===== src/cs_pkg.sv =====
// Package: shared constants and types for the cosine similarity stream.
package cs_pkg;

  localparam int MAX_LEN = 1024;
  localparam int ELEM_W  = 16;
  localparam int FRAC_W  = 15;
  localparam int PROD_W  = 2 * ELEM_W;
  localparam int SQR_W   = PROD_W - 1;
  localparam int NORM_W  = $clog2(MAX_LEN) + 2 * FRAC_W + 1;
  localparam int DOT_W   = NORM_W + 1;
  localparam int CNT_W   = $clog2(MAX_LEN + 1);
  localparam int SQ_W    = 2 * NORM_W;
  localparam int ROOT_W  = 16;
  localparam int BIT_W   = $clog2(ROOT_W);
  localparam int TRY_W   = SQ_W + 2 * ROOT_W;
  localparam int MCNT_W  = $clog2(NORM_W);
  localparam int QDEPTH  = 2;
  localparam int QPTR_W  = (QDEPTH > 1) ? $clog2(QDEPTH) : 1;
  localparam int QCNT_W  = $clog2(QDEPTH + 1);

  localparam logic signed [ELEM_W-1:0] SIM_MAX = {1'b0, {(ELEM_W-1){1'b1}}};

  typedef struct packed {
    logic signed [DOT_W-1:0] dot;
    logic [NORM_W-1:0]       norm_a;
    logic [NORM_W-1:0]       norm_b;
    logic                    too_long;
  } cs_job_t;

  typedef struct packed {
    logic              not_empty;
    logic [QCNT_W-1:0] level;
  } cs_qstat_t;

endpackage


===== src/cs_queue.sv =====
// Queue of finished vector accumulations between front and back end.
module cs_queue (
  input  logic              clk,
  input  logic              rst_n,
  input  logic              push,
  input  cs_pkg::cs_job_t   push_job,
  input  logic              pop,
  output cs_pkg::cs_job_t   head_job,
  output cs_pkg::cs_qstat_t qstat
);
  import cs_pkg::*;

  cs_job_t           mem_r [QDEPTH];
  logic [QPTR_W-1:0] wr_ptr_r, rd_ptr_r;
  logic [QCNT_W-1:0] cnt_r;

  function automatic logic [QPTR_W-1:0] ptr_inc(input logic [QPTR_W-1:0] p);
    logic [QPTR_W-1:0] r;
    r = (p == QPTR_W'(QDEPTH - 1)) ? '0 : p + QPTR_W'(1);
    return r;
  endfunction

  assign head_job        = mem_r[rd_ptr_r];
  assign qstat.not_empty = (cnt_r != '0);
  assign qstat.level     = cnt_r;

  always_ff @(posedge clk) begin
    if (push) begin
      mem_r[wr_ptr_r] <= push_job;
    end
  end

  always_ff @(posedge clk) begin
    if (!rst_n) begin
      wr_ptr_r <= '0;
      rd_ptr_r <= '0;
      cnt_r    <= '0;
    end else begin
      if (push) begin
        wr_ptr_r <= ptr_inc(wr_ptr_r);
      end
      if (pop) begin
        rd_ptr_r <= ptr_inc(rd_ptr_r);
      end
      if (push && !pop) begin
        cnt_r <= cnt_r + QCNT_W'(1);
      end else if (pop && !push) begin
        cnt_r <= cnt_r - QCNT_W'(1);
      end
    end
  end

  a_no_overrun: assert property (@(posedge clk) disable iff (!rst_n)
    push |-> cnt_r < QCNT_W'(QDEPTH))
    else $error("queue overrun");

  a_no_underrun: assert property (@(posedge clk) disable iff (!rst_n)
    pop |-> cnt_r != '0)
    else $error("queue underrun");

  a_level_bound: assert property (@(posedge clk) disable iff (!rst_n)
    cnt_r <= QCNT_W'(QDEPTH))
    else $error("queue level out of range");

endmodule


===== config.mk =====
export PLATFORM = sky130hd
export DESIGN_NAME = cs_queue
export DESIGN_NICKNAME = d
export VERILOG_FILES = /design/src/cs_pkg.sv /design/src/cs_queue.sv
export SDC_FILE = /design/constraint.sdc
export NUM_CORES = 1
export LEC_CHECK = 0
export BUFFER_PORTS_ARGS = -buffer_cell sky130_fd_sc_hd__clkbuf_2
export CORE_MARGIN = 8
export CORE_UTILIZATION = 56
export DETAILED_ROUTE_END_ITERATION = 6
export GPL_TIMING_DRIVEN = 1
export PLACE_DENSITY = 0.85
export SYNTH_ARGS = -nofsm -noshare
export SYNTH_HDL_FRONTEND = slang
export SYNTH_SLANG_ARGS = --single-unit

===== constraint.sdc =====
create_clock -name clk -period 20.1 [get_ports clk]
set_clock_uncertainty 0.2 [all_clocks]
set_input_delay 0 -clock clk [delete_from_list [all_inputs] [get_ports clk]]
set_output_delay 0 -clock clk [all_outputs]
set_load 0.01 [all_outputs]

# == Yosys cells after proc, flatten, opt, wreduce, memory -nomap -nowiden ==
# Memories as Yosys holds them, arrays and structs flattened. A register that Yosys moved wholly into a read port is not among the register bits.
# Cells that the tools add are included.
# classes
n_mux,8
reduce_logical,6
n_addsub,4
# op_table
op,n
$mux W1,6
$mux W2,2
$reduce_bool A2 Y1,2
$add A1 B1 Y1 const B,2
$add A2 B1 Y2 const B,1
$logic_and A1 B1 Y1,2
$logic_not A1 Y1,2
$sub A2 B1 Y2 const B,1
# word_totals
mem_count,1
ram_bits,250
register_bits,4
wordCells,22
input_bits,129
# memory_table
memory,depth,width,rd,rd_clocked_by_memory_dff,wr,line,text
mem_r,2,125,1,1,1,cs_queue.sv:13,cs_job_t mem_r [QDEPTH];

# == Longest topological paths before layout ==
# logic_depth
word_depth,4
mapped_depth,5
depth_no_buf,5

# == Worst setup path after synthesis ==
# OpenSTA, ideal clock, no wires.
# synth_path
path_kind,register -> register
from,register wr_ptr_r
to,"memory mem_r[0][0] in the netlist's numbering, enable pin"
setup_ps,626
path_stages_with_launch,2
synth_period_minus_slack_ps,6661
path_slack_ps,13439
arrival_ps,5835
t_required_ps,19274
n_path_buf,0
cell_sequence,dfxtp_1 > nor2b_1
# synth_rtl
element,line,text
"start, declared",cs_queue.sv:14,"logic [QPTR_W-1:0] wr_ptr_r, rd_ptr_r;"
"start signal, assigned",cs_queue.sv:40,wr_ptr_r <= ptr_inc(wr_ptr_r);
"end, declared",cs_queue.sv:13,
# Straight into the memory's write port.

==> results.cfg <==
[finish]
area_delta_synth_final_pct = 37.1
drive_gt1_share_pct = 50.4
nets = 941
design_area_um2 = 12900
antenna_cells = 0
fin_util_pct = 78.2
nFillCells = 823
layout_common_cells = clkbuf_2, edfxtp_1, dlygate4sd3_1, mux2_2, mux2_4
mostFrequentLayoutCell = clkbuf_2

[sta]
timing.final.crit_period_ns = 3.26
min_period_over_period_pct = 16.2
maxSlewHeadroom_pct = 22.0
final-max-slew-violation-count = 0
finalSetupViolations = 0
fin_tns_setup_ns = 0
rsz0062_at_grt = no
worst_slew_pin_slew_ns = 1.17
fmax_mhz = 307
hold_violations = 0

[yosys]
syn_area_um2 = 9430
syn-instance-count = 410
synth.distinct_cells = 17
syn_avg_cell_area_um2 = 23.0
ys_seq_area_share_pct = 80.7
synth_nets = 540
ys_warn_count = 0
synth-seq-cells = 255

[die]
die_h_um = 146
io_pins = 257
start_util_pct = 57.1
core_um2 = 16500
die_width_um = 146
dieArea_um2 = 21200
placementRows = 47

[hold_path]
hold_path_class = in2reg

[clocking]
cts.htree.levels = 1
cts_setup_buffers = 0
root_buffer = clkbuf_16
cts_tree = built
worst_skew_pair.late_latency_ns = 0.51
cts_max_path_buffers = 3
post_cts_resized = 0
clock_sinks = 255
clkTransAtPathRegs_ns = 0.06
cts_buffers = 25
cts.hold.buffers_added = 129

[worst_setup_path]
timing.rr.start = wr_ptr_r
cp_num_buf_inv = 2
worstPathMaxFanout = 69
endpoint = head_job[12]
crit_path_start_kind = flip-flop
cp_num_cells = 3
rrSetupSlack_ns = 16.85
reg2reg_to = wr_ptr_r
r2r_cells = 4
critPathTopFamily = buffers and inverters
path_cells = buf_4 > mux2_2 > clkbuf_2
cp.arrival_ns = 3.06
critPathMaxStageDelay_ns = 1.00
path_class = reg2out
end_kind = output port
crit_required_ns = 19.90
crit_slowest_cell = dfxtp_4

[grt]
grt_use_total_pct = 20.8
gr-total-overflow = 0
grt_max_degree = 90
grt_util_met3_pct = 5.97
grt_pass1_vias = 6185
grt.met2_usage_pct = 38.7
grt_pass1_wl_um = 34900
grt_busiest_layer = met2
antenna_found_initial = 0
use_met1_pct = 22.6

[drt]
first_iter_violations = 312
vias_per_cell = 5.15
wire_per_inst_um = 21.8
drt-pass1-iter-count = 4
vias = 5402
drc_errors = 0
wl_um = 22900
ant_nets = 0

[power_and_ir_drop]
ir_drop_mv = 0.0989
power_density_nw_per_um2 = 92.7
p_leak_nw = 5.08

[place]
postPlaceCellArea_um2 = 10900
dp_hpwl_um = 13000
gp_congestion = 0.751
portBuffers = 256

[run_status]
status = finished clean

[run]
maxCapViolCount = 0
-- Yosys cell counts, drive strengths merged --
cell / n / area share, %
a21boi: 1 / 0.080
and2: 4 / 0.27
buf: 14 / 1.2
dfxtp: 5 / 1.1
edfxtp: 250 / 80
ha: 1 / 0.13
inv: 1 / 0.040
mux2: 125 / 17
nor2b: 2 / 0.13
o21a: 1 / 0.080
o21ai: 1 / 0.053
or2: 1 / 0.066
or3: 1 / 0.066
xnor2: 1 / 0.093
xor2: 2 / 0.19
-- registers in the layout (all words and copies together) (netlist names), named ones only --
register,count
rd_ptr_r,1
mem_r,250
wr_ptr_r,1
cnt_r,2
-- power breakdown --
group	internal (mW)	total [mW]	leakage, nW	switching (mW)
combinational	0.0775	0.147	2.33	0.0692
sequential	0.615	0.629	2.39	0.0137
clock	0.241	0.423	0.355	0.182
-- routing by layer --
layer,part of all wire (%),vias to the layer above
met5,0,-
met4,2.1,0
met3,7.5,42
met2,53,271
met1,37,2658
li1,-,2431
-- worst min path at each step --
stage	from	end	slack, ns	cells after the start
floorplan	push_job[0]	mem_r[0][0]	-0.10	0
global placement	push_job[28]	mem_r[0][28]	-0.01	1
detailed placement	push_job[83]	mem_r[0][83]	-0.008	1
CTS	push_job[26]	mem_r[1][26]	0.0008	2
global route	push_job[46]	mem_r[0][46]	0.004	2
finish	push_job[115]	mem_r[1][115]	0.01	2
-- metrics by stage --
stage	std cells	worst slack [ns]	hold WS, ns	power [mW]
after floorplan	410	13.44	-0.101	0.711
after global placement	875	17.28	-0.0108	0.756
after detailed placement	875	17.17	-0.00768	0.762
after CTS	1048	16.74	0.000802	1.20
after global routing	1048	16.61	0.00354	1.24
final	1048	16.84	0.0130	1.20
-- cells by family (layout without fill, tap and decap cells) --
family	count (synthesis)	in the layout	share of synthesized area, %
muxes	125	125	16.9
and+or+nand+nor	8	8	0.531
DFF	255	255	80.7
buffers and inverters	15	433	1.25
AOI/OAI and AO/OA	3	3	0.212
adders and majority gates	1	1	0.133
xor gates and xnor gates	3	3	0.279
-- area by class of cell --
cell class | count | area (um^2) | share of cell area, %
clock buffer | 34 | 659 | 5.10
clock inverter | 10 | 71.3 | 0.552
inverter | 1 | 3.75 | 0.0290
multi-input combinational | 140 | 1710 | 13.3
sequential | 255 | 7610 | 58.9
tap | 220 | 275 | 2.13
timing repair buffer | 388 | 2590 | 20.1
Note: power is estimated with default switching activity, not from simulation.
