<file path="config.mk">
export PLATFORM = sky130hd
export DESIGN_NAME = cs_front_flat
export DESIGN_NICKNAME = d
export VERILOG_FILES = /design/src/cs_pkg.sv /design/src/cs_if.sv /design/src/cs_front.sv /design/src/flat_wrapper.sv
export SDC_FILE = /design/constraint.sdc
export NUM_CORES = 2
export LEC_CHECK = 0
export ABC_AREA = 0
export ABC_CLOCK_PERIOD_IN_PS = 8300
export BUFFER_PORTS_ARGS = -buffer_cell sky130_fd_sc_hd__buf_2
export CORE_ASPECT_RATIO = 0.7
export CORE_MARGIN = 4
export CORE_UTILIZATION = 65
export DETAILED_ROUTE_END_ITERATION = 12
export PLACE_DENSITY = 0.93
export SKIP_CTS_REPAIR_TIMING = 1
export SLEW_MARGIN = 0
export SYNTH_ARGS = -nofsm -noshare
export SYNTH_HDL_FRONTEND = slang
export SYNTH_SLANG_ARGS = --single-unit
</file>
<file path="constraint.sdc">
create_clock -name clk -period 8.3 [get_ports clk]
set_input_delay 0.415 -clock clk [delete_from_list [all_inputs] [get_ports clk]]
set_output_delay 0.415 -clock clk [all_outputs]
set_load 0.05 [all_outputs]
</file>
<file path="src/cs_pkg.sv">
// Package: shared constants and types for the cosine similarity stream.
package cs_pkg;

  localparam int MAX_LEN = 1024;
  localparam int ELEM_W  = 16;
  localparam int FRAC_W  = 15;
  localparam int PROD_W  = 2 * ELEM_W;
  localparam int SQR_W   = PROD_W - 1;
  localparam int NORM_W  = $clog2(MAX_LEN) + 2 * FRAC_W + 1;
  localparam int DOT_W   = NORM_W + 1;
  localparam int CNT_W   = $clog2(MAX_LEN + 1);
  localparam int SQ_W    = 2 * NORM_W;
  localparam int ROOT_W  = 16;
  localparam int BIT_W   = $clog2(ROOT_W);
  localparam int TRY_W   = SQ_W + 2 * ROOT_W;
  localparam int MCNT_W  = $clog2(NORM_W);
  localparam int QDEPTH  = 2;
  localparam int QPTR_W  = (QDEPTH > 1) ? $clog2(QDEPTH) : 1;
  localparam int QCNT_W  = $clog2(QDEPTH + 1);

  localparam logic signed [ELEM_W-1:0] SIM_MAX = {1'b0, {(ELEM_W-1){1'b1}}};

  typedef struct packed {
    logic signed [DOT_W-1:0] dot;
    logic [NORM_W-1:0]       norm_a;
    logic [NORM_W-1:0]       norm_b;
    logic                    too_long;
  } cs_job_t;

  typedef struct packed {
    logic              not_empty;
    logic [QCNT_W-1:0] level;
  } cs_qstat_t;

endpackage

</file>
<file path="src/cs_if.sv">
// Interfaces: element pair request channel and result request channel.
interface cs_in_if;
  import cs_pkg::*;
  logic                    valid;
  logic                    ready;
  logic signed [ELEM_W-1:0] elem_a;
  logic signed [ELEM_W-1:0] elem_b;
  logic                    last;

  modport source (output valid, output elem_a, output elem_b, output last, input ready);
  modport sink   (input valid, input elem_a, input elem_b, input last, output ready);
endinterface


</file>
<file path="src/cs_front.sv">
// Front end: accepts element pairs, multiplies, accumulates and queues finished vectors.
module cs_front (
  input  logic             clk,
  input  logic             rst_n,
  cs_in_if.sink            in_chan,
  input  cs_pkg::cs_qstat_t qstat,
  output logic             push,
  output cs_pkg::cs_job_t  job
);
  import cs_pkg::*;

  logic                     s1_valid_r;
  logic                     s1_last_r;
  logic signed [PROD_W-1:0] s1_ab_r;
  logic [SQR_W-1:0]         s1_aa_r;
  logic [SQR_W-1:0]         s1_bb_r;

  logic signed [DOT_W-1:0]  dot_r, dot_nxt;
  logic [NORM_W-1:0]        na_r, na_nxt;
  logic [NORM_W-1:0]        nb_r, nb_nxt;
  logic [CNT_W-1:0]         cnt_r, cnt_nxt;
  logic                     ovf_r, ovf_nxt;

  logic signed [PROD_W-1:0] ab_w, aa_w, bb_w;
  logic [QCNT_W:0]          room_need;
  logic                     full;
  logic signed [DOT_W-1:0]  dot_sum;
  logic [NORM_W-1:0]        na_sum, nb_sum;
  logic                     accept;

  assign room_need = {1'b0, qstat.level} + (QCNT_W+1)'(s1_valid_r && s1_last_r);
  assign in_chan.ready = room_need < (QCNT_W+1)'(QDEPTH);
  assign accept = in_chan.valid && in_chan.ready;

  always_comb begin
    ab_w = in_chan.elem_a * in_chan.elem_b;
    aa_w = in_chan.elem_a * in_chan.elem_a;
    bb_w = in_chan.elem_b * in_chan.elem_b;
  end

  always_ff @(posedge clk) begin
    if (!rst_n) begin
      s1_valid_r <= 1'b0;
    end else begin
      s1_valid_r <= accept;
    end
    if (accept) begin
      s1_last_r <= in_chan.last;
      s1_ab_r   <= ab_w;
      s1_aa_r   <= aa_w[SQR_W-1:0];
      s1_bb_r   <= bb_w[SQR_W-1:0];
    end
  end

  // Pairs past the length limit only mark the vector.
  assign full    = (cnt_r == CNT_W'(MAX_LEN));
  assign dot_sum = full ? dot_r : dot_r + DOT_W'(s1_ab_r);
  assign na_sum  = full ? na_r : na_r + NORM_W'(s1_aa_r);
  assign nb_sum  = full ? nb_r : nb_r + NORM_W'(s1_bb_r);

  always_comb begin
    dot_nxt      = dot_r;
    na_nxt       = na_r;
    nb_nxt       = nb_r;
    cnt_nxt      = cnt_r;
    ovf_nxt      = ovf_r;
    push         = 1'b0;
    job.dot      = dot_sum;
    job.norm_a   = na_sum;
    job.norm_b   = nb_sum;
    job.too_long = ovf_r || full;
    if (s1_valid_r) begin
      if (s1_last_r) begin
        push    = 1'b1;
        dot_nxt = '0;
        na_nxt  = '0;
        nb_nxt  = '0;
        cnt_nxt = '0;
        ovf_nxt = 1'b0;
      end else begin
        dot_nxt = dot_sum;
        na_nxt  = na_sum;
        nb_nxt  = nb_sum;
        ovf_nxt = ovf_r || full;
        if (!full) begin
          cnt_nxt = cnt_r + CNT_W'(1);
        end
      end
    end
  end

  always_ff @(posedge clk) begin
    if (!rst_n) begin
      dot_r <= '0;
      na_r  <= '0;
      nb_r  <= '0;
      cnt_r <= '0;
      ovf_r <= 1'b0;
    end else begin
      dot_r <= dot_nxt;
      na_r  <= na_nxt;
      nb_r  <= nb_nxt;
      cnt_r <= cnt_nxt;
      ovf_r <= ovf_nxt;
    end
  end

  a_cnt_bound: assert property (@(posedge clk) disable iff (!rst_n)
    cnt_r <= CNT_W'(MAX_LEN))
    else $error("pair count past limit");

  a_ovf_full: assert property (@(posedge clk) disable iff (!rst_n)
    ovf_r |-> full)
    else $error("overflow flag without full count");

  a_push_last: assert property (@(posedge clk) disable iff (!rst_n)
    push |-> $past(accept && in_chan.last))
    else $error("vector queued without a last request");

endmodule

</file>
<file path="src/flat_wrapper.sv">
// flat-port wrapper written by rule: the top's interface ports become plain ports
module cs_front_flat import cs_pkg::*;
  (clk, rst_n, qstat, push, job, in_chan_valid, in_chan_elem_a, in_chan_elem_b, in_chan_last, in_chan_ready);
  cs_in_if in_chan_i ();
  input  logic clk;
  input  logic rst_n;
  input  cs_pkg::cs_qstat_t qstat;
  output logic push;
  output cs_pkg::cs_job_t job;
  input wire logic [$bits(in_chan_i.valid)-1:0] in_chan_valid;
  input wire logic [$bits(in_chan_i.elem_a)-1:0] in_chan_elem_a;
  input wire logic [$bits(in_chan_i.elem_b)-1:0] in_chan_elem_b;
  input wire logic [$bits(in_chan_i.last)-1:0] in_chan_last;
  output wire logic [$bits(in_chan_i.ready)-1:0] in_chan_ready;
  assign in_chan_i.valid = in_chan_valid;
  assign in_chan_i.elem_a = in_chan_elem_a;
  assign in_chan_i.elem_b = in_chan_elem_b;
  assign in_chan_i.last = in_chan_last;
  assign in_chan_ready = in_chan_i.ready;
  cs_front u_core (.clk(clk), .rst_n(rst_n), .in_chan(in_chan_i), .qstat(qstat), .push(push), .job(job));
endmodule
</file>
Yosys cells after proc, flatten, opt, wreduce, memory -nomap -nowiden. Cells that the tools add are included.

$add $sub $neg: 5. Multipliers: 3. $lt $le $gt $ge: 1. Eq/ne operators: 2. Multiplexer cells: 11. Reduce and logical (&&, ||, !) cells: 4.

Operators by type and width (number): $mux 41 (4); $mux 42 (2); $add 41x31->41 (2); $mul 16x16->31 (2); $add 42x32->42 (1); $mul 16x16->32 (1); $mux 11 (2); $add 11x1->11 const B (1); $eq 11x11->1 const B (1); $add 2x1->3 (1); $lt 3x2->1 const B (1); $mux 1 (3); $logic_and 1x1->1 (2); $ne 2x1->1 const B (1); $reduce_and 2->1 (1); $logic_or 1x1->1 (1).

Register bits: 232. Input port bits: 39. Output and inout bits: 127. Logic and storage cells: 36.

Depth between registers and ports, before layout.
Word-level depth: 4. Depth in mapped cells: 25. Depth with buffers taken out: 24.

Least setup slack after synthesis. Ideal clock, no wire load.

Path kind: input-to-reg. Start: input in_chan_elem_b[1]. End: register u_core.s1_bb_r[30] (data pin). Library setup time: 260 ps. Arrival time: 6416 ps. Data required time: 8040 ps. Slack: 1624 ps. Stages on the path: 23. Cell sequence: clkbuf_1 -> clkbuf_1 -> and2_1 -> fa_1 -> inv_1 -> fa_1 -> inv_1 -> fa_1 -> fa_1 -> fa_1 -> inv_1 -> fa_1 -> inv_1 -> ha_1 -> a2111oi_0 -> o21ai_0 -> a2111oi_0 -> a31oi_1 -> a211o_1 -> a21oi_1 -> o21ai_0 -> a21oi_1 -> xnor2_1.

Cells in the longest elaborated chain, start to end: 1.

RTL lines: start, declared (RTL line flat_wrapper.sv:12) `input wire logic [$bits(in_chan_i.elem_b)-1:0] in_chan_elem_b;`; $mul 16x16->31 (RTL line cs_front.sv:38) `bb_w = in_chan.elem_b * in_chan.elem_b;`; named net u_core.bb_w[30] (RTL line cs_front.sv:24) `logic signed [PROD_W-1:0] ab_w, aa_w, bb_w;`; end signal, assigned (RTL line cs_front.sv:51) `s1_bb_r <= bb_w[SQR_W-1:0];`; end, declared (RTL line cs_front.sv:16) `logic [SQR_W-1:0] s1_bb_r;`.

The timed path passes the listed nets, and every way through them passes these cells. A chain may end at the register's enable or synchronous reset.

Final worst setup path.
Start: input in_chan_elem_b[12]. End: register u_core.s1_bb_r[29] (data pin).

Same word-level chain as after synthesis.

==> qor.csv <==
metric,value,unit
clkLatencyLatePin,560,ps
die_x,311.0,µm
clkTransAtPathRegs,70,ps
clock_sink_count,230,
floorplan.rows,77,
slew_headroom,19.00,%
fin_worst_hold_slack,24.49,ps
ff2ff_setup_slack,4600,ps
finalSetupViolCount,0,
worstPathRequired,8570,ps
top_level_ports,166,
layout-drive-gt1-share,6.580,%
launching_element_type_of_the_critical_path,input pin,
layout-area-overhead-vs-synth,5.594,%
number_of_vias_in_the_routed_layout,34150,
drt-initial-drc-count,3767,
grt_setup_unrepaired,false,
max_freq,0.1423,GHz
drcViolationCount,0,
worstMarginPinSlew,1210,ps
fin_crit_sh,84.65,%
core,63390,µm²
critical_path_peak_fanout,22,
drtPass1Iterations,6,
wl_per_cell,20.78,µm
worst_hold_path_type,input pin to flop,
run_status,"complete, no violations",
synthesis_warnings,0,
worstReg2RegEnd,u_core.nb_r[16]$_SDFFE_PN0P_,
fp.dieArea,68470,µm²
globalRouteTotalUtil,34.12,%
grt_pass1_vias,35460,
place_hpwl,92.07,mm
finalNonFillerCells,5588,
tritoncts.num_buffers,25,
post_synth_inst_count,4705,
ys_seq_area_share,13.25,%
critical_path.endpoint_type,flop,
worst_setup_path_endpoint,u_core.s1_bb_r[29]$_DFFE_PP_,
totalNegativeSetupSlack,0,ps
gp_congestion,0.9943,
report.final.slew_viol_count,0,
place.port_buffers,164,
ys_seq_elements,230,
adder_cell_fraction_of_synth_area,45.28,%
syn_area_per_cell,8.881,µm²
maximum_number_of_pins_on_one_net_before_global_route_repair,88,
largest_family_of_logic_cells_by_synthesized_area,adder cells,
synthDistinctLibCells,82,
synth-simple-area-share,13.40,%
synth_compound_gate_area_share,12.04,%
drt_wl_total,116.1,mm
nNetsFinal,5856,
synthArstFlopShare,0,%
grt_remaining_overflow,0,
category_of_the_critical_setup_timing_path,input pin to flop,
postSynth.topFlopCell,dfxtp_1,
edff_count_synth,93,
worst_clock_skew,21.82,ps
max-clock-path-buffers,3,
timing.rr.start,u_core.s1_bb_r[0]$_DFFE_PP_,
place.detailed.instances,5540,
rr_worst_depth,11,
worst_setup_path_startpoint,in_chan_elem_b[12],
ctsHtreeMaxLevel,1,
synth_fp_nets,5823,
post_synth_xor_xnor_area,4.905,%
start_util,65.91,%
final_hold_viol_count,0,
synthMuxAreaShare,0.6408,%
timing.max_cap.violations,0,
clock_tree_from_tritoncts,done,
grt_antenna_before_repair,8,
detail-route-antenna-nets,0,
vias_per_cell,6.110,
die_height,220.1,µm
period_needed,7026,ps
grt_first_pass_wirelength,186.5,mm
cts_root_buffer,clkbuf_16,
critPathArrivalTime,7290,ps
synth_area,41780,µm²
## layout by cell type (no fill, tap or decap), types with 93 or more instances in the layout
cell type  synthesis  routed
nor2_1           290     288
o21ai_0          120     119
a21o_1            94      94
dfxtp_1          137     137
fa_1             722     722
xnor2_1          161     161
nand2_1          512     512
ha_1             357     357
a21oi_1          188     188
edfxtp_1          93      93
inv_1            961     959
and2_1           181     180
buf_2              6     164
## logic make-up after synthesis
group,after synthesis
buffers and inverters,1165
AO/OA/AOI/OAI,750
flip-flops,230
XOR/XNOR,234
multiplexers,24
adder cells (fa/ha/maj),1079
AND/OR/NAND/NOR,1223
## routing by layer
| layer | share of wire (%) | track usage [%] | vias to the layer above |
|---|---|---|---|
| met2 | 45 | 54.55 | 2173 |
| met1 | 36 | 43.88 | 16560 |
| met4 | 4.8 | 13.73 | 12 |
| met3 | 14 | 10.60 | 464 |
| li1 | - | - | 14940 |
| met5 | 0.084 | 0 | - |
## flip-flops by register name, summed over array words and instances, names as in the netlist
signal and cells:
u_core.nb_r 41, u_core.cnt_r 11, u_core.s1_last_r 1, u_core.s1_ab_r 32, u_core.s1_aa_r 30, u_core.na_r 41, u_core.s1_bb_r 30, u_core.s1_valid_r 1
u_core.dot_r 42, u_core.ovf_r 1
## final cells by class
| cell class | instances | area (µm²) |
|---|---|---|
| antenna | 2 | 5.005 |
| fill | 4392 | 19270 |
| clock inverter | 15 | 197.7 |
| timing repair buffer | 204 | 1121 |
| clock buffer | 31 | 713.2 |
| inverter | 967 | 3630 |
| tap | 829 | 1037 |
| sequential | 230 | 5535 |
| multi-input combinational | 3310 | 31880 |
## worst min-delay path by stage
stage	startpoint	to	slack, ps	depth (start not counted)
finish	in_chan_last	u_core.s1_last_r$_DFFE_PP_	20	1
global route	in_chan_last	u_core.s1_last_r$_DFFE_PP_	20	1
CTS	in_chan_last	u_core.s1_last_r$_DFFE_PP_	9	1
detailed placement	u_core.ovf_r$_SDFFE_PN0P_	u_core.ovf_r$_SDFFE_PN0P_	460	2
global placement	u_core.ovf_r$_SDFFE_PN0P_	u_core.ovf_r$_SDFFE_PN0P_	450	2
floorplan	u_core.ovf_r$_SDFFE_PN0P_	u_core.ovf_r$_SDFFE_PN0P_	430	2
## metrics by stage
step                      worst slack, ps  instance area (µm²)  utilization (%)
after floorplan                      1624                41780                -
after global placement               1049                43210            68.15
after detailed placement            918.2                43210            68.15
after CTS                            1453                44120            69.59
after global routing                858.3                44120            69.60
final                                1274                44120            69.60
## synthesized netlist by cell type (11+ instances only)
master / number / share of area, %
inv_1: 961 / 8.6
fa_1: 722 / 35
nand2_1: 512 / 4.6
ha_1: 357 / 11
nor2_1: 290 / 2.6
a21oi_1: 188 / 2.3
clkbuf_1: 182 / 1.6
and2_1: 181 / 2.7
xnor2_1: 161 / 3.4
dfxtp_1: 137 / 6.6
o21ai_0: 120 / 1.4
a21o_1: 94 / 1.7
edfxtp_1: 93 / 6.7
xor2_1: 73 / 1.5
nand3_1: 60 / 0.72
a22oi_1: 57 / 1.0
a31oi_1: 36 / 0.54
a22o_1: 31 / 0.65
and3_1: 29 / 0.43
o21a_1: 29 / 0.52
nand4_1: 28 / 0.42
a211oi_1: 27 / 0.49
nor3_1: 27 / 0.32
o21bai_1: 25 / 0.45
mux2_2: 22 / 0.59
nand2b_1: 19 / 0.28
nor2b_1: 18 / 0.27
o31ai_1: 16 / 0.29
or3_1: 16 / 0.24
o211ai_1: 13 / 0.23
o21ai_1: 11 / 0.13
## worst max-delay path, stage by stage
cell and delay [ps]:
buf_2 500, inv_1 350, buf_4 270, nor2_1 250, ha_1 310, xor2_1 190
fa_1 460, fa_1 490, fa_1 520, inv_1 70, fa_1 540, inv_1 50
fa_1 490, inv_1 50, ha_1 330, and3_1 230, nand3_1 110, nand4b_1 110
a41oi_1 290, o31ai_1 170, a211oi_1 410, a22oi_1 140, xor2_1 550
Power is not shown: default switching activity piles up to over one toggle a cycle in this logic, so the estimate is an artifact.
