## config.mk

```make
export PLATFORM = sky130hd
export DESIGN_NAME = cs_core_flat
export DESIGN_NICKNAME = d
export VERILOG_FILES = /design/src/cs_pkg.sv /design/src/cs_if.sv /design/src/cs_core.sv /design/src/flat_wrapper.sv
export SDC_FILE = /design/constraint.sdc
export NUM_CORES = 2
export LEC_CHECK = 0
export BUFFER_PORTS_ARGS = -buffer_cell sky130_fd_sc_hd__buf_2
export CAP_MARGIN = 20
export CELL_PAD_IN_SITES_DETAIL_PLACEMENT = 0
export CELL_PAD_IN_SITES_GLOBAL_PLACEMENT = 2
export CORE_MARGIN = 2
export CORE_UTILIZATION = 46
export CTS_CLUSTER_SIZE = 40
export DETAILED_ROUTE_END_ITERATION = 6
export PLACE_DENSITY_LB_ADDON = 0.12
export REMOVE_ABC_BUFFERS = 1
export SLEW_MARGIN = 15
export SYNTH_ARGS = -nofsm -noshare
export SYNTH_HDL_FRONTEND = slang
export SYNTH_SLANG_ARGS = --single-unit
```

## constraint.sdc

```tcl
create_clock -name clk -period 18.6 [get_ports clk]
set_clock_uncertainty 0.2 [all_clocks]
set_input_delay 3.72 -clock clk [delete_from_list [all_inputs] [get_ports clk]]
set_output_delay 3.72 -clock clk [all_outputs]
set_load 0.02 [all_outputs]
```

## src/cs_pkg.sv

```systemverilog
// Package: shared constants and types for the cosine similarity stream.
package cs_pkg;

  localparam int MAX_LEN = 1024;
  localparam int ELEM_W  = 16;
  localparam int FRAC_W  = 15;
  localparam int PROD_W  = 2 * ELEM_W;
  localparam int SQR_W   = PROD_W - 1;
  localparam int NORM_W  = $clog2(MAX_LEN) + 2 * FRAC_W + 1;
  localparam int DOT_W   = NORM_W + 1;
  localparam int CNT_W   = $clog2(MAX_LEN + 1);
  localparam int SQ_W    = 2 * NORM_W;
  localparam int ROOT_W  = 16;
  localparam int BIT_W   = $clog2(ROOT_W);
  localparam int TRY_W   = SQ_W + 2 * ROOT_W;
  localparam int MCNT_W  = $clog2(NORM_W);
  localparam int QDEPTH  = 2;
  localparam int QPTR_W  = (QDEPTH > 1) ? $clog2(QDEPTH) : 1;
  localparam int QCNT_W  = $clog2(QDEPTH + 1);

  localparam logic signed [ELEM_W-1:0] SIM_MAX = {1'b0, {(ELEM_W-1){1'b1}}};

  typedef struct packed {
    logic signed [DOT_W-1:0] dot;
    logic [NORM_W-1:0]       norm_a;
    logic [NORM_W-1:0]       norm_b;
    logic                    too_long;
  } cs_job_t;

  typedef struct packed {
    logic              not_empty;
    logic [QCNT_W-1:0] level;
  } cs_qstat_t;

endpackage

```

## src/cs_if.sv

```systemverilog


interface cs_out_if;
  import cs_pkg::*;
  logic                    valid;
  logic                    ready;
  logic signed [ELEM_W-1:0] similarity;
  logic                    degenerate;
  logic                    too_long;

  modport source (output valid, output similarity, output degenerate, output too_long,
                  input ready);
  modport sink   (input valid, input similarity, input degenerate, input too_long,
                  output ready);
endinterface

```

## src/cs_core.sv

```systemverilog
// Back end: serial squaring, bitwise root search and result register.
module cs_core (
  input  logic              clk,
  input  logic              rst_n,
  input  cs_pkg::cs_qstat_t qstat,
  input  cs_pkg::cs_job_t   head_job,
  output logic              pop,
  cs_out_if.source          out_chan
);
  import cs_pkg::*;

  typedef enum logic [4:0] {
    ST_IDLE = 5'b00001,
    ST_MUL  = 5'b00010,
    ST_TRY  = 5'b00100,
    ST_CMP  = 5'b01000,
    ST_OUT  = 5'b10000
  } state_t;

  state_t            state_r, state_nxt;
  logic              neg_r, neg_nxt;
  logic              tl_r, tl_nxt;
  logic              dg_r, dg_nxt;
  logic [SQ_W-1:0]   na_sh_r, na_sh_nxt;
  logic [NORM_W-1:0] nb_mul_r, nb_mul_nxt;
  logic [SQ_W-1:0]   mag_sh_r, mag_sh_nxt;
  logic [NORM_W-1:0] mag_mul_r, mag_mul_nxt;
  logic [SQ_W-1:0]   p_r, p_nxt;
  logic [SQ_W-1:0]   m_r, m_nxt;
  logic [MCNT_W-1:0] mcnt_r, mcnt_nxt;
  logic [TRY_W-1:0]  t_r, t_nxt;
  logic [TRY_W-1:0]  ush_r, ush_nxt;
  logic [TRY_W-1:0]  pbb_r, pbb_nxt;
  logic [TRY_W-1:0]  d_r, d_nxt;
  logic [TRY_W-1:0]  cand_r, cand_nxt;
  logic [ROOT_W-1:0] s_r, s_nxt;
  logic [BIT_W-1:0]  bit_r, bit_nxt;

  logic                     ovalid_r, ovalid_nxt;
  logic signed [ELEM_W-1:0] sim_r, sim_nxt;
  logic                     odg_r, odg_nxt;
  logic                     otl_r, otl_nxt;

  logic                     head_neg;
  logic [NORM_W-1:0]        head_mag;
  logic                     head_dg;
  logic                     out_free;
  logic signed [ELEM_W-1:0] sim_val;

  assign head_neg = head_job.dot < 0;
  assign head_mag = head_neg ? NORM_W'(-head_job.dot) : NORM_W'(head_job.dot);
  assign head_dg  = (head_job.norm_a == '0) || (head_job.norm_b == '0);
  assign out_free = !ovalid_r || out_chan.ready;

  always_comb begin
    if (neg_r) begin
      sim_val = ELEM_W'(-s_r);
    end else if (s_r[ROOT_W-1]) begin
      sim_val = SIM_MAX;
    end else begin
      sim_val = ELEM_W'(s_r);
    end
  end

  always_comb begin
    state_nxt   = state_r;
    neg_nxt     = neg_r;
    tl_nxt      = tl_r;
    dg_nxt      = dg_r;
    na_sh_nxt   = na_sh_r;
    nb_mul_nxt  = nb_mul_r;
    mag_sh_nxt  = mag_sh_r;
    mag_mul_nxt = mag_mul_r;
    p_nxt       = p_r;
    m_nxt       = m_r;
    mcnt_nxt    = mcnt_r;
    t_nxt       = t_r;
    ush_nxt     = ush_r;
    pbb_nxt     = pbb_r;
    d_nxt       = d_r;
    cand_nxt    = cand_r;
    s_nxt       = s_r;
    bit_nxt     = bit_r;
    ovalid_nxt  = ovalid_r && !out_chan.ready;
    sim_nxt     = sim_r;
    odg_nxt     = odg_r;
    otl_nxt     = otl_r;
    pop         = 1'b0;

    case (state_r)
      ST_IDLE: begin
        if (qstat.not_empty) begin
          pop         = 1'b1;
          tl_nxt      = head_job.too_long;
          dg_nxt      = !head_job.too_long && head_dg;
          neg_nxt     = head_neg && !head_job.too_long && !head_dg;
          na_sh_nxt   = SQ_W'(head_job.norm_a);
          nb_mul_nxt  = head_job.norm_b;
          mag_sh_nxt  = SQ_W'(head_mag);
          mag_mul_nxt = head_mag;
          p_nxt       = '0;
          m_nxt       = '0;
          s_nxt       = '0;
          mcnt_nxt    = MCNT_W'(NORM_W - 1);
          if (head_job.too_long || head_dg) begin
            state_nxt = ST_OUT;
          end else begin
            state_nxt = ST_MUL;
          end
        end
      end
      ST_MUL: begin
        // One bit of each product per cycle: norm_a*norm_b and |dot|^2.
        p_nxt       = p_r + (nb_mul_r[0] ? na_sh_r : '0);
        m_nxt       = m_r + (mag_mul_r[0] ? mag_sh_r : '0);
        na_sh_nxt   = na_sh_r << 1;
        nb_mul_nxt  = nb_mul_r >> 1;
        mag_sh_nxt  = mag_sh_r << 1;
        mag_mul_nxt = mag_mul_r >> 1;
        mcnt_nxt    = mcnt_r - MCNT_W'(1);
        if (mcnt_r == '0) begin
          t_nxt     = '0;
          ush_nxt   = '0;
          pbb_nxt   = TRY_W'(p_nxt) << (2 * (ROOT_W - 1));
          d_nxt     = TRY_W'(m_nxt) << (2 * FRAC_W);
          bit_nxt   = BIT_W'(ROOT_W - 1);
          state_nxt = ST_TRY;
        end
      end
      ST_TRY: begin
        // (s + 2^b)^2 * P = s^2*P + s*P*2^(b+1) + P*2^(2b)
        cand_nxt  = t_r + ush_r + pbb_r;
        state_nxt = ST_CMP;
      end
      ST_CMP: begin
        if (cand_r <= d_r) begin
          t_nxt   = cand_r;
          s_nxt   = s_r | (ROOT_W'(1) << bit_r);
          ush_nxt = (ush_r >> 1) + pbb_r;
        end else begin
          ush_nxt = ush_r >> 1;
        end
        pbb_nxt = pbb_r >> 2;
        bit_nxt = bit_r - BIT_W'(1);
        if (bit_r == '0) begin
          state_nxt = ST_OUT;
        end else begin
          state_nxt = ST_TRY;
        end
      end
      ST_OUT: begin
        if (out_free) begin
          ovalid_nxt = 1'b1;
          sim_nxt    = sim_val;
          odg_nxt    = dg_r;
          otl_nxt    = tl_r;
          state_nxt  = ST_IDLE;
        end
      end
      default: begin
        state_nxt = ST_IDLE;
      end
    endcase
  end

  always_ff @(posedge clk) begin
    if (!rst_n) begin
      state_r  <= ST_IDLE;
      ovalid_r <= 1'b0;
    end else begin
      state_r  <= state_nxt;
      ovalid_r <= ovalid_nxt;
    end
    neg_r     <= neg_nxt;
    tl_r      <= tl_nxt;
    dg_r      <= dg_nxt;
    na_sh_r   <= na_sh_nxt;
    nb_mul_r  <= nb_mul_nxt;
    mag_sh_r  <= mag_sh_nxt;
    mag_mul_r <= mag_mul_nxt;
    p_r       <= p_nxt;
    m_r       <= m_nxt;
    mcnt_r    <= mcnt_nxt;
    t_r       <= t_nxt;
    ush_r     <= ush_nxt;
    pbb_r     <= pbb_nxt;
    d_r       <= d_nxt;
    cand_r    <= cand_nxt;
    s_r       <= s_nxt;
    bit_r     <= bit_nxt;
    sim_r     <= sim_nxt;
    odg_r     <= odg_nxt;
    otl_r     <= otl_nxt;
  end

  assign out_chan.valid      = ovalid_r;
  assign out_chan.similarity = sim_r;
  assign out_chan.degenerate = odg_r;
  assign out_chan.too_long   = otl_r;

  a_root_below: assert property (@(posedge clk) disable iff (!rst_n)
    (state_r == ST_CMP) |-> (t_r <= d_r))
    else $error("accepted root trial exceeds target");

  a_root_range: assert property (@(posedge clk) disable iff (!rst_n)
    (state_r == ST_OUT) |-> !(s_r[ROOT_W-1] && (s_r[ROOT_W-2:0] != '0)))
    else $error("root magnitude above unity");

  a_flags_zero: assert property (@(posedge clk) disable iff (!rst_n)
    (ovalid_r && (otl_r || odg_r)) |-> (sim_r == '0) && !(otl_r && odg_r))
    else $error("flagged result not zero");

endmodule

```

## src/flat_wrapper.sv

```systemverilog
// flat-port wrapper written by rule: the top's interface ports become plain ports
module cs_core_flat import cs_pkg::*;
  (clk, rst_n, qstat, head_job, pop, out_chan_valid, out_chan_similarity, out_chan_degenerate, out_chan_too_long, out_chan_ready);
  cs_out_if out_chan_i ();
  input  logic clk;
  input  logic rst_n;
  input  cs_pkg::cs_qstat_t qstat;
  input  cs_pkg::cs_job_t head_job;
  output logic pop;
  output wire logic [$bits(out_chan_i.valid)-1:0] out_chan_valid;
  output wire logic [$bits(out_chan_i.similarity)-1:0] out_chan_similarity;
  output wire logic [$bits(out_chan_i.degenerate)-1:0] out_chan_degenerate;
  output wire logic [$bits(out_chan_i.too_long)-1:0] out_chan_too_long;
  input wire logic [$bits(out_chan_i.ready)-1:0] out_chan_ready;
  assign out_chan_valid = out_chan_i.valid;
  assign out_chan_similarity = out_chan_i.similarity;
  assign out_chan_degenerate = out_chan_i.degenerate;
  assign out_chan_too_long = out_chan_i.too_long;
  assign out_chan_i.ready = out_chan_ready;
  cs_core u_core (.clk(clk), .rst_n(rst_n), .qstat(qstat), .head_job(head_job), .pop(pop), .out_chan(out_chan_i));
endmodule
```

== Word-level counts from Yosys, hierarchy flattened ==
Index checks and enable logic that the tools add are counted.

* Register bits: 1,001
* Input bits: 131
* Output and inout bits: 20
* Logic and storage cells: 110

* Add/sub/neg operators: 9
* Order comparisons: 2
* Eq/ne operators: 9
* Shift-type cells: 1
* Muxes and demuxes: 40
* Bitwise logic cells: 1
* Reduce and logical (&&, ||, !) cells: 26

{| class="wikitable"
|+ Operator list
! cell !! count
|-
| $pmux W114 S2 || 3
|-
| $pmux W82 S2 || 4
|-
| $mux W114 || 4
|-
| $mux W82 || 5
|-
| $add A114 B114 Y114 || 2
|-
| $add A82 B82 Y82 || 2
|-
| $pmux W41 S2 || 2
|-
| $mux W41 || 3
|-
| $add A113 B114 Y114 || 1
|-
| $le A114 B112 Y1 || 1
|-
| $logic_not A41 Y1 || 2
|-
| $mux W16 || 3
|-
| $lt A42 B1 Y1 const B || 1
|-
| $neg A41 Y41 || 1
|-
| $pmux W16 S2 || 1
|-
| $mux W5 || 5
|-
| $pmux W5 S5 || 1
|-
| $neg A16 Y16 || 1
|-
| $or A16 B16 Y16 || 1
|-
| $shl A1 B4 Y16 const A || 1
|-
| $mux W15 || 1
|-
| $pmux W6 S2 || 1
|-
| $reduce_and A2 Y1 || 5
|-
| $reduce_and A3 Y1 || 3
|-
| 19 further kinds || 34
|}

== Depth between registers and ports, before layout ==
* Word-level depth: 6
* Depth in mapped cells: 18
* Mapped depth without buffers: 18

== Worst setup path before layout ==
Ideal clock, no wire load.

* Kind: input to register
* Start: in qstat[2] in the netlist's numbering
* End: reg u_core.m_r[0] (enable)
* Setup time: 0.608 ns
* Arrival time: 9.060 ns
* Data required time: 17.792 ns
* Path slack: 8.732 ns
* Stages on the path: 2
* Path buffers: 0
* Cells stage by stage: and2_1 or2_2

* Cells in the longest elaborated chain, start to end: 2

{| class="wikitable"
|+ RTL lines
! item !! line !! text
|-
| start, declared || flat_wrapper.sv:7 || <nowiki>input cs_pkg::cs_qstat_t qstat;</nowiki>
|-
| $ne A2 B2 Y1 (no source line) || n/a ||
|-
| $reduce_and A2 Y1 (no source line) || n/a ||
|-
| end signal, assigned || cs_core.sv:182 || <nowiki>m_r <= m_nxt;</nowiki>
|-
| end, declared || cs_core.sv:29 || <nowiki>logic [SQ_W-1:0] m_r, m_nxt;</nowiki>
|}

Every way passes these cells.
A chain may end at the register's enable or synchronous reset.

== Worst setup path after layout ==
* Start: in qstat[2] in the netlist's numbering
* End: out pop

* Cells in the longest elaborated chain, start to end: 2

{| class="wikitable"
|+ RTL lines
! item !! line !! text
|-
| $mux W1 || cs_core.sv:92 || <nowiki>if (qstat.not_empty) begin</nowiki>
|-
| $mux W1 || cs_core.sv:90 || <nowiki>case (state_r)</nowiki>
|-
| end, declared || flat_wrapper.sv:9 || <nowiki>output logic pop;</nowiki>
|}

Every way passes these cells.

==> out/results.ini <==
[outcome]
status=finished, final reports clean

[cts]
cts_hold_buf=0
clock-sinks=999
clk_pin_slew_worst_paths_ps=60
worstSkewPairLatency_ps=760
cts_setup_buffers=0
cts_buffers=113
cts_buffer_depth=3
htree_num_levels=3
tritoncts=built
cts.repair.resized=0
root_buffer=clkbuf_16

[setup_path]
r2r_setup_slack_ps=12620
r2r_cells=15
worstPathRequired_ps=14680
slowest_stage=and2_1
slowest_delay_ps=260
cp.arrival_ps=4300
cpMostUsedCell=buf_2
path_max_fanout=5
cp-start-kind=input pin
end_kind=output port
reg2reg_from=u_core.ush_r[1]$_SDFFCE_PN0P_
r2r_end=u_core.ush_r[110]$_SDFFCE_PN0P_
crit_type=input pin to output port
path_cells=buf_2 -> and2_1 -> buf_2

[sta]
hold_viol=0
worst_pin_slew_ps=1130
rsz0062_at_grt=no
setup_viol=0
maxSlewViolCount=0
max_freq_mhz=122
fin_crit_sh_pct=44.2
fin_setup_tns_ps=0
min_period_ps=8220
hold_ws_ps=232
relSlewSlack_pct=24.7
fin_ws_ps=10380

[placed_design]
gp_congestion=0.894
place_worst_setup_slack_ps=10380
portBuffers=148
hpwl_um=141000

[drt]
drtAntennaViolNets=0
avgRoutedWirePerCell_um=21.1
routed_wl_um=185000
route.detailed.drc=0
drt_iter0_drc=3714
drtPass1Iterations=6
vias=50200
viasPerCell=5.73

[grt]
met3_usage_pct=3.36
overflow=0
met1_usage_pct=38.1
grt_use_total_pct=24.3
grt_first_pass_wirelength_um=286000
antenna_found_initial=11
use_met2_pct=35.0
grt_pass1_vias=48800
grt_max_degree=196
busiest_layer=met1

[final_layout]
seqCellArea_um2=29900
fillers=13500
multiInputGateArea_um2=35400
nets=7453
syn_to_final_growth_pct=9.40
drive_above_1_share_pct=6.28
final_util_pct=50.6

[synth]
synthCells=6747
yosysMostFrequentCell=edfxtp_1
synth_area_um2=67300
synth_area_leaders=edfxtp_1 (44%), ha_1 (8.9%), and2_1 (4.6%)
synth_edf_count=993
synth_warnings=0
ys_seq_area_share_pct=44.5
synthTopCellsByCount=edfxtp_1 (993), nand2_1 (770), a21oi_1 (559), nor2_1 (504), and2_1 (491)
synthFlopType=edfxtp_1
synth_cell_types=90
yosys.area.top_type=edfxtp_1
async_flop_share_pct=0
avgSynthCellArea_um2=9.98
ys_seq_elements=999
synth.top_cell.area_share_pct=44.3

[floorplanning]
ios=151
die_area_um2=149000
die_w_um=387
start_util_pct=46.3
core_um2=146000
rows=140
die_h_um=387

[power]
design_power_total_mw=6.99
irDropWorstVdd_uv=117
leakagePower_nw=28.5
powerDensity_nw_per_um2=94.8

[min_path]
hp-start=u_core.dg_r$_DFFE_PP_
hold_depth=0
worstHoldEndpoint=u_core.out_chan.degenerate$_DFFE_PP_
hold_path.class=flop to flop

[run]
cap_violations=0

==> layout make-up <==
type | count | area share [%]
diodes | 5 | 0.0170
clock buffers | 129 | 3.92
clock inverters | 86 | 1.45
inverters | 215 | 1.10
multi-input cells | 5213 | 48.1
flip-flops and latches | 999 | 40.6
well taps | 1917 | 3.26
repair buffers | 186 | 1.50
==> worst max-delay path by stage <==
stage,startpoint,end,slack [ps]
after floorplan,u_core.state_r[2]$_SDFFE_PN0P_,u_core.t_r[0]$_SDFFCE_PN0P_,-1620
after global placement,qstat[2],pop,10370
after detailed placement,qstat[2],pop,10380
after CTS,qstat[2],pop,10360
after global routing,qstat[2],pop,10320
final,qstat[2],pop,10380
==> layout by cell type, fill, tap and decap left out, types with 38 or more instances in the layout <==
| master | netlist | final |
|---|---|---|
| edfxtp_1 | 993 | 993 |
| nand2_1 | 770 | 769 |
| a21oi_1 | 559 | 558 |
| nor2_1 | 504 | 504 |
| and2_1 | 491 | 491 |
| ha_1 | 478 | 478 |
| o21ai_0 | 380 | 380 |
| a21o_1 | 284 | 284 |
| xnor2_1 | 240 | 240 |
| inv_1 | 214 | 213 |
| xor2_1 | 179 | 179 |
| nand4_1 | 165 | 165 |
| buf_2 | 14 | 148 |
| fa_1 | 116 | 116 |
| clkbuf_16 | 0 | 113 |
| o21a_1 | 108 | 108 |
| o21bai_1 | 100 | 100 |
| mux2i_1 | 72 | 72 |
| a31oi_1 | 70 | 70 |
| nor3_1 | 68 | 68 |
| nand3_1 | 65 | 64 |
| nor4_1 | 54 | 52 |
| a211oi_1 | 52 | 51 |
| or3_1 | 40 | 40 |
| and3_1 | 39 | 38 |
==> power breakdown <==
part | total (mW) | internal, mW | switching, mW
logic | 1.66 | 0.575 | 1.08
clock network | 2.40 | 1.41 | 0.988
registers | 2.93 | 2.84 | 0.0956
==> layer usage <==
metal,wire [um],up-vias
li1,-,24600
met3,10200,229
met1,94400,24200
met5,69,-
met4,4190,10
met2,76000,1129
==> logic make-up after synthesis <==
group,synth area share (%)
xor+xnor,5.45
fa+ha+maj,12.3
simple gates,16.9
mux,1.07
buf+inv,3.02
compound gates,16.8
flops,44.5
==> stage by stage <==
| stage | area (um^2) | std cells |
|---|---|---|
| floorplan | 66100 | 6427 |
| global placement | 69600 | 8528 |
| detailed placement | 69600 | 8528 |
| CTS | 73600 | 8743 |
| global route | 73600 | 8747 |
| finish | 73700 | 8750 |
==> worst max-delay path, delay by kind of cell <==
kind                   cells  cell delay, ps
and+or+nand+nor            1             260
buffers and inverters      2             320
==> sequential cells by signal, indices dropped and copies added, names as in the netlist, 41 cells and up <==
name              flops
u_core.t_r          114
u_core.ush_r        114
u_core.p_r           82
u_core.na_sh_r       82
u_core.nb_mul_r      41
u_core.m_r           82
u_core.mag_mul_r     41
u_core.mag_sh_r      82
u_core.pbb_r        112
u_core.cand_r       114
u_core.d_r           82
(Power assumes the default switching activity.)
